$ cat src/urh_pkg.sv
// Shared types and constants for the undo/redo view history ring.
// No dependencies; used by every module of the block.
package urh_pkg;

  localparam int PORT_W  = 8;
  localparam int COORD_W = 17;
  localparam int ACT_W   = 3;

  localparam logic [COORD_W-1:0] ONE_Q16  = 17'h10000;
  localparam logic [COORD_W-1:0] ZERO_Q16 = 17'h00000;

  localparam logic [ACT_W-1:0] ACT_PUSH   = 3'd0;
  localparam logic [ACT_W-1:0] ACT_UNDO   = 3'd1;
  localparam logic [ACT_W-1:0] ACT_REDO   = 3'd2;
  localparam logic [ACT_W-1:0] ACT_PEEK   = 3'd3;
  localparam logic [ACT_W-1:0] ACT_UPDATE = 3'd4;
  localparam logic [ACT_W-1:0] ACT_MODE   = 3'd5;
  localparam logic [ACT_W-1:0] ACT_NONE   = 3'd7;

  typedef struct packed {
    logic [COORD_W-1:0] upper_y;
    logic [COORD_W-1:0] right_x;
    logic [COORD_W-1:0] lower_y;
    logic [COORD_W-1:0] left_x;
    logic [PORT_W-1:0]  view_port;
  } entry_t;

  typedef struct packed {
    logic [ACT_W-1:0] action;
    logic             degenerate;
    logic             crop_mode;
    entry_t           entry;
  } cmd_t;

  function automatic logic is_full_view(input entry_t e);
    return (e.left_x == ZERO_Q16) && (e.lower_y == ZERO_Q16) &&
           (e.right_x == ONE_Q16) && (e.upper_y == ONE_Q16);
  endfunction

endpackage

$ cat src/urh_front.sv
// Front end: accepts requests, classifies them and queues them for the back end.
// Depends on urh_pkg.
module urh_front import urh_pkg::*; (
  input  logic             clk,
  input  logic             rst,
  input  logic             in_valid,
  output logic             in_ready,
  input  logic [ACT_W-1:0] in_action,
  input  logic             in_crop_mode,
  input  entry_t           in_entry,
  output logic             cmd_valid,
  input  logic             cmd_pop,
  output cmd_t             cmd
);

  cmd_t       slots [2];
  logic       wr_ptr;
  logic       rd_ptr;
  logic [1:0] count;
  cmd_t       cls;
  logic       push_in;

  always_comb begin
    cls.crop_mode  = in_crop_mode;
    cls.entry      = in_entry;
    cls.degenerate = (in_entry.left_x == in_entry.right_x) ||
                     (in_entry.lower_y == in_entry.upper_y);
    if ((in_action == ACT_PUSH) || (in_action == ACT_UNDO) || (in_action == ACT_REDO) ||
        (in_action == ACT_PEEK) || (in_action == ACT_UPDATE) || (in_action == ACT_MODE)) begin
      cls.action = in_action;
    end else begin
      cls.action = ACT_NONE;
    end
  end

  assign in_ready  = (count != 2'd2);
  assign push_in   = in_valid && in_ready;
  assign cmd_valid = (count != 2'd0);
  assign cmd       = slots[rd_ptr];

  always_ff @(posedge clk) begin
    if (push_in) begin
      slots[wr_ptr] <= cls;
    end
  end

  always_ff @(posedge clk) begin
    if (rst) begin
      wr_ptr <= 1'b0;
      rd_ptr <= 1'b0;
      count  <= 2'd0;
    end else begin
      if (push_in) begin
        wr_ptr <= ~wr_ptr;
      end
      if (cmd_pop) begin
        rd_ptr <= ~rd_ptr;
      end
      count <= count + 2'(push_in) - 2'(cmd_pop);
    end
  end

endmodule

$ cat src/urh_back.sv
// Back end: ring indices, history memory and result register.
// Depends on urh_pkg; takes commands from urh_front.
module urh_back import urh_pkg::*; #(
  parameter int LAST_SLOT = 15
) (
  input  logic   clk,
  input  logic   rst,
  input  logic   cmd_valid,
  output logic   cmd_pop,
  input  cmd_t   cmd_in,
  output logic   res_valid,
  input  logic   res_ready,
  output logic   res_done,
  output logic   res_full_view,
  output entry_t res_entry
);

  localparam int SLOTS  = LAST_SLOT + 1;
  localparam int IDX_W  = $clog2(SLOTS);
  localparam int ADDR_W = $clog2(2 * SLOTS);
  localparam logic [IDX_W-1:0] LAST_IDX = IDX_W'(LAST_SLOT);

  localparam logic [1:0] ST_IDLE  = 2'd0;
  localparam logic [1:0] ST_RUN   = 2'd1;
  localparam logic [1:0] ST_PUSH2 = 2'd2;
  localparam logic [1:0] ST_READ  = 2'd3;

  entry_t           mem [2*SLOTS];
  entry_t           rd_data;
  logic [1:0]       state, state_next;
  cmd_t             cmd;
  logic [IDX_W-1:0] oldest [2];
  logic [IDX_W-1:0] cursor [2];
  logic [IDX_W-1:0] redo [2];
  logic [IDX_W-1:0] oldest_next [2];
  logic [IDX_W-1:0] cursor_next [2];
  logic [IDX_W-1:0] redo_next [2];
  logic             active, active_next;

  logic [IDX_W-1:0] cur, old, lim, cur_nx, cur_pv, old_nx;
  logic             empty;
  logic             wr_en;
  logic [IDX_W-1:0] wr_idx, rd_idx;
  entry_t           wr_data;
  logic [ADDR_W-1:0] wr_addr, rd_addr;
  logic             load;
  logic             load_done, load_fv;
  entry_t           load_entry;
  entry_t           fv_entry;

  assign cur    = cursor[active];
  assign old    = oldest[active];
  assign lim    = redo[active];
  assign cur_nx = (cur == LAST_IDX) ? '0 : cur + 1'b1;
  assign cur_pv = (cur == '0) ? LAST_IDX : cur - 1'b1;
  assign old_nx = (old == LAST_IDX) ? '0 : old + 1'b1;
  assign empty  = (cur == old);

  always_comb begin
    fv_entry           = '0;
    fv_entry.view_port = cmd.entry.view_port;
    fv_entry.right_x   = ONE_Q16;
    fv_entry.upper_y   = ONE_Q16;
  end

  always_comb begin
    state_next  = state;
    oldest_next = oldest;
    cursor_next = cursor;
    redo_next   = redo;
    active_next = active;
    cmd_pop     = 1'b0;
    wr_en       = 1'b0;
    wr_idx      = cur_nx;
    wr_data     = cmd.entry;
    rd_idx      = cur;
    load        = 1'b0;
    load_done   = 1'b0;
    load_fv     = 1'b0;
    load_entry  = '0;
    unique case (state)
      ST_IDLE: begin
        if (cmd_valid && !res_valid) begin
          cmd_pop    = 1'b1;
          state_next = ST_RUN;
        end
      end
      ST_RUN: begin
        state_next = ST_IDLE;
        load       = 1'b1;
        unique case (cmd.action)
          ACT_PUSH: begin
            if (!cmd.degenerate) begin
              cursor_next[active] = cur_nx;
              redo_next[active]   = cur_nx;
              if (cur_nx == old) begin
                oldest_next[active] = old_nx;
              end
              wr_en = 1'b1;
              if (empty) begin
                wr_data    = fv_entry;
                load       = 1'b0;
                state_next = ST_PUSH2;
              end else begin
                load_done = 1'b1;
              end
            end
          end
          ACT_UNDO: begin
            if (!empty && (cur_pv != old)) begin
              cursor_next[active] = cur_pv;
              rd_idx              = cur_pv;
              load                = 1'b0;
              state_next          = ST_READ;
            end
          end
          ACT_REDO: begin
            if ((lim != cur) && (cur_nx != old)) begin
              cursor_next[active] = cur_nx;
              rd_idx              = cur_nx;
              load                = 1'b0;
              state_next          = ST_READ;
            end
          end
          ACT_PEEK: begin
            if (empty) begin
              load_done          = 1'b1;
              load_fv            = 1'b1;
              load_entry.right_x = ONE_Q16;
              load_entry.upper_y = ONE_Q16;
            end else begin
              load       = 1'b0;
              state_next = ST_READ;
            end
          end
          ACT_UPDATE: begin
            if (!empty) begin
              wr_en     = 1'b1;
              wr_idx    = cur;
              load_done = 1'b1;
            end
          end
          ACT_MODE: begin
            active_next = cmd.crop_mode;
            if (cmd.crop_mode) begin
              oldest_next[1] = '0;
              cursor_next[1] = '0;
              redo_next[1]   = '0;
            end
            load_done = 1'b1;
          end
          default: begin
          end
        endcase
      end
      ST_PUSH2: begin
        cursor_next[active] = cur_nx;
        redo_next[active]   = cur_nx;
        if (cur_nx == old) begin
          oldest_next[active] = old_nx;
        end
        wr_en      = 1'b1;
        load       = 1'b1;
        load_done  = 1'b1;
        state_next = ST_IDLE;
      end
      ST_READ: begin
        load       = 1'b1;
        load_done  = 1'b1;
        load_fv    = is_full_view(rd_data);
        load_entry = rd_data;
        state_next = ST_IDLE;
      end
      default: begin
        state_next = ST_IDLE;
      end
    endcase
  end

  assign wr_addr = active ? ADDR_W'(wr_idx) + ADDR_W'(SLOTS) : ADDR_W'(wr_idx);
  assign rd_addr = active ? ADDR_W'(rd_idx) + ADDR_W'(SLOTS) : ADDR_W'(rd_idx);

  always_ff @(posedge clk) begin
    if (wr_en) begin
      mem[wr_addr] <= wr_data;
    end
    rd_data <= mem[rd_addr];
  end

  always_ff @(posedge clk) begin
    if (cmd_pop) begin
      cmd <= cmd_in;
    end
    if (load) begin
      res_done      <= load_done;
      res_full_view <= load_fv;
      res_entry     <= load_entry;
    end
  end

  always_ff @(posedge clk) begin
    if (rst) begin
      state     <= ST_IDLE;
      active    <= 1'b0;
      res_valid <= 1'b0;
      for (int i = 0; i < 2; i++) begin
        oldest[i] <= '0;
        cursor[i] <= '0;
        redo[i]   <= '0;
      end
    end else begin
      state  <= state_next;
      active <= active_next;
      oldest <= oldest_next;
      cursor <= cursor_next;
      redo   <= redo_next;
      if (load) begin
        res_valid <= 1'b1;
      end else if (res_ready) begin
        res_valid <= 1'b0;
      end
    end
  end

endmodule

$ cat src/undo_redo_history_ring.sv
// Undo/redo history of view rectangles with an uncropped and a cropped ring of
// LAST_SLOT+1 slots each (one head slot unused). Requests queue in a two-deep
// buffer, so the input side stays ready while the history unit works, until
// both buffer entries are filled. The unit takes one request at a time once the
// previous result has left: fetch (ST_IDLE), execute (ST_RUN), then ST_PUSH2
// for a push onto an empty ring (full view then entry, two writes through the
// single memory write port) or ST_READ for a permitted undo or redo and for a
// peek at a non-empty ring (registered memory read). No clearing pass after reset.
// Depends on urh_pkg, urh_front and urh_back.
module undo_redo_history_ring import urh_pkg::*; #(
  parameter int LAST_SLOT = 15
) (
  input  logic        clk,
  input  logic        rst,
  input  logic        s_tvalid,
  output logic        s_tready,
  input  logic [79:0] s_tdata,  // crop_mode, view_port, left_x, lower_y, right_x, upper_y, pad
  input  logic [2:0]  s_tuser,  // action
  output logic        m_tvalid,
  input  logic        m_tready,
  output logic [79:0] m_tdata,  // out_port, out_left_x, out_lower_y, out_right_x, out_upper_y, pad
  output logic [1:0]  m_tuser   // done_res, full_view
);

  entry_t in_entry;
  cmd_t   cmd;
  logic   cmd_valid;
  logic   cmd_pop;
  logic   res_done;
  logic   res_fv;
  entry_t res_entry;

  always_comb begin
    in_entry.view_port = s_tdata[8:1];
    in_entry.left_x    = s_tdata[25:9];
    in_entry.lower_y   = s_tdata[42:26];
    in_entry.right_x   = s_tdata[59:43];
    in_entry.upper_y   = s_tdata[76:60];
  end

  urh_front u_front (
    .clk          (clk),
    .rst          (rst),
    .in_valid     (s_tvalid),
    .in_ready     (s_tready),
    .in_action    (s_tuser),
    .in_crop_mode (s_tdata[0]),
    .in_entry     (in_entry),
    .cmd_valid    (cmd_valid),
    .cmd_pop      (cmd_pop),
    .cmd          (cmd)
  );

  urh_back #(
    .LAST_SLOT (LAST_SLOT)
  ) u_back (
    .clk           (clk),
    .rst           (rst),
    .cmd_valid     (cmd_valid),
    .cmd_pop       (cmd_pop),
    .cmd_in        (cmd),
    .res_valid     (m_tvalid),
    .res_ready     (m_tready),
    .res_done      (res_done),
    .res_full_view (res_fv),
    .res_entry     (res_entry)
  );

  assign m_tdata = {4'b0000, res_entry.upper_y, res_entry.right_x, res_entry.lower_y,
                    res_entry.left_x, res_entry.view_port};
  assign m_tuser = {res_fv, res_done};

endmodule
$ cat config.mk
export PLATFORM = sky130hd
export DESIGN_NAME = undo_redo_history_ring
export DESIGN_NICKNAME = d
export VERILOG_FILES = /design/src/urh_pkg.sv /design/src/urh_front.sv /design/src/urh_back.sv /design/src/undo_redo_history_ring.sv
export SDC_FILE = /design/constraint.sdc
export NUM_CORES = 2
export LEC_CHECK = 0
export BUFFER_PORTS_ARGS = -buffer_cell sky130_fd_sc_hd__clkbuf_2
export CAP_MARGIN = 15
export CELL_PAD_IN_SITES_DETAIL_PLACEMENT = 1
export CELL_PAD_IN_SITES_GLOBAL_PLACEMENT = 1
export CORE_UTILIZATION = 35
export DETAILED_ROUTE_END_ITERATION = 16
export PLACE_DENSITY = 0.64
export SYNTH_ARGS = -nofsm -noshare
export SYNTH_HDL_FRONTEND = slang
export SYNTH_SLANG_ARGS = --single-unit
$ cat constraint.sdc
create_clock -name clk -period 12.8 [get_ports clk]
set_clock_uncertainty 0.2 [all_clocks]
set_input_delay 0 -clock clk [delete_from_list [all_inputs] [get_ports clk]]
set_output_delay 0 -clock clk [all_outputs]
set_load 0.01 [all_outputs]
==> reports/summary.txt <==
Status: completed
Sequential-to-total area share from yosys stat: 74.30%
Slew Limit Fails: 0
Placement Setup Slack: 4.270 ns
Share of the synthesized area in the top cell type: 72.41%
Worst path bufs/invs: 4
CP Launch Type: flip-flop
Dpl cells: 11886
Initial drt markers: 9355
Power Total: 28.95 mW
Worst EP arrival: 9.33 ns
Cell Chain, Critical Path: buf_4 > mux2i_1 > ha_1 > inv_1 > o21ai_1 > a2bb2oi_2 > nor4b_4 > o21ai_2 > nand3_4 > nand2_8 > buf_4 > buf_4 > mux2i_1 > a221oi_1 > o21ai_1 > a32oi_1
First-pass iteration count of the detailed router: 14
Max_slew headroom: 14.86%
Critical path required time: 13.45 ns
Maximum vdd drop: 182.9 uV
Number of global-route vias before repair: 76824
Max cap viols: 0
Crit-path leading delay family: buffers and inverters
Pwr dens: 218.7 nW/um^2
Root Buffer: clkbuf_16
Setup Buffers After CTS: 0
Worst Path Max Fanout: 85
Internal power: 19.03 mW
Clock Latency Late Sink: 0.95 ns
Die X: 573.1 um
Worst min-delay path class: in2reg
CP max stage cell: nand2_8
CTS H-tree lvls: 5
Yosys top cell by area: edfxtp_1
Top FF cell, synth: edfxtp_1
Detailed Place HPWL: 206.9 mm
Dominant cells by area after synthesis: edfxtp_1, nand2_1, mux2i_1
Largest net degree at the start of global routing: 167
Routed via count: 75132
Pleak: 44.80 nW
Area of the die: 328500 um^2
Maximum clock frequency: 115.2 MHz
Top cells by count, synth: edfxtp_1, nand2_1, clkbuf_1, mux2i_1, a211oi_1
Avg Cell Area, Syn: 14.60 um^2
Final ANT Viol Nets: 0
Critical path's most frequent cell: buf_4
Final cell count without fillers: 12677
Total CTS buffers: 315
Rows: 209
Tightest Pin Transition: 1.271 ns
Clock Pin Slew Worst Setup and Hold Paths: 0.06 ns
Share of layout cells above drive strength 1: 12.78%
RSZ-0062 raised after global routing: no
Core outline area: 324300 um^2
Slowest stage delay, CP: 0.92 ns
Hold slack final: 0.08352 ns
Sequential share of power: 43.2%
GRT Util Overall: 23.68%
Initial Util: 35.21%
Overflow after GRT: 0
Layout Nets: 8171
Async SR Flop Fraction: 0%
Crit end category: flip-flop
Clock power share: 31.1%
WL final: 401.6 mm
Count leader, synth: edfxtp_1
Area grow syn2layout: 15.96%
Sum Neg Setup Slack: 0 ns
IO Port Bufs: 163
First-pass GRT wire length: 564.9 mm
Critical path class: reg2reg
Routability congestion estimate: 0.8394
Wirelength per Cell: 31.68 um
NetSw: 9.929 mW
Final Cycle Share: 67.83%
Mapped cell area: 114200 um^2
CTS Hold Buffers Added: 167
Post-synth cell types: 89
Boundary Pins: 171
Yosys reg bits: 2861
Die Ht: 573.1 um
Fin crit period: 8.682 ns
Mapped Cells: 7821
EDFF count, synth: 2753
Initial antenna violation count: 42
Sw Ratio: 34.29%
Final worst-path setup slack: 4.118 ns
Post-cts resize count: 0
CTS sink count: 2861
CTS tree: yes
Yosys warning total: 0
Final hold vios: 0
Via density: 5.927
Final-report setup violation count: 0
Clock Path Buffers: 4
Residual DRC: 0
Gate power share: 25.8%
## area by class of cell
| cell class | instances | area [um^2] |
|---|---|---|
| antenna | 10 | 25.02 |
| clock buffer | 429 | 8672 |
| inverter | 19 | 83.83 |
| timing repair buffer | 536 | 4634 |
| fill | 32713 | 191900 |
| multi-input combinational | 4341 | 27220 |
| clock inverter | 156 | 1503 |
| sequential | 2861 | 84840 |
| tap | 4325 | 5411 |
## metrics by stage
stage | util (%) | cell area (um^2)
floorplan | - | 114200
global placement | 36.96 | 119900
detailed placement | 37.03 | 120100
CTS | 40.69 | 131900
global route | 40.82 | 132400
finish | 40.83 | 132400
## power by group through the flow
stage / registers, mW / clock network (mW) / logic (mW)
finish: 12.5 / 9.00 / 7.46
global route: 12.5 / 9.41 / 7.90
CTS: 12.5 / 9.09 / 7.24
detailed placement: 12.7 / 0 / 7.16
global placement: 12.7 / 0 / 6.89
floorplan: 12.2 / 0 / 4.48
## state kept, by name (all words and copies together), names as in the netlist
name,count
u_front.wr_ptr,1
u_back.oldest,8
u_back.res_valid,1
u_back.res_entry,76
u_back.cursor,8
u_front.count,2
u_back.res_done,1
u_back.state,2
u_back.redo,8
u_back.res_full_view,1
u_front.slots,162
u_back.cmd,81
u_back.mem,2432
u_back.rd_data,76
u_front.rd_ptr,1
u_back.active,1
## worst paths after layout
| check | start | to | slack (ns) | cells past startpoint |
|---|---|---|---|---|
| max | u_back.active | u_back.rd_data[54] | 4.12 | 16 |
| min | rst | u_back.state[1] | 0.08 | 3 |
| max reg2reg | u_back.active | u_back.rd_data[54] | 4.12 | 16 |
| min reg2reg | u_back.redo[4] | u_back.redo[4] | 0.31 | 2 |
## routing by layer
metal	share of wire (%)	vias to the layer above	track usage (%)
met1	40	39664	31.41
met2	48	3584	39.10
met5	0.030	-	0
li1	-	31038	-
met3	8.3	826	3.583
met4	4.0	20	9.237
## cells in the final DEF (no fill, tap or decap), types with 65 or more instances in the layout
cell	synthesis	routed
edfxtp_1	2753	2753
nand2_1	1231	1230
mux2i_1	339	339
clkbuf_16	0	316
a211oi_1	293	293
and3_1	289	288
nand3_1	239	238
a31oi_1	218	218
o21ai_0	191	191
a21oi_1	191	189
a32oi_1	183	183
o221ai_1	175	175
dlygate4sd3_1	0	167
clkbuf_2	1	163
buf_4	33	146
o22ai_1	116	116
dfxtp_1	108	106
nor2_1	134	98
mux2_2	89	88
clkbuf_1	359	79
and2_1	76	75
o211ai_1	71	71
nand4_1	70	70
nor2b_2	0	65
## worst reg2reg max path, delay by kind of cell, from the launching register on
kind,cells,cell delay [ns]
fa+ha+maj,1,0.37
simple gates,3,1.89
compound gates,6,1.76
buf+inv,4,2.58
flops,1,0.75
mux,2,1.05
## cell families after synthesis
family | after synthesis | synth area share [%]
AOI/OAI and AO/OA | 1625 | 9.941
and+or+nand+nor | 2207 | 8.888
buffers and inverters | 622 | 2.388
DFF | 2861 | 74.30
xor gates and xnor gates | 66 | 0.5063
adders and majority gates | 10 | 0.1096
other | 1 | 0.003285
muxes | 429 | 3.862
No activity file was read; power rests on OpenSTA's default activity.
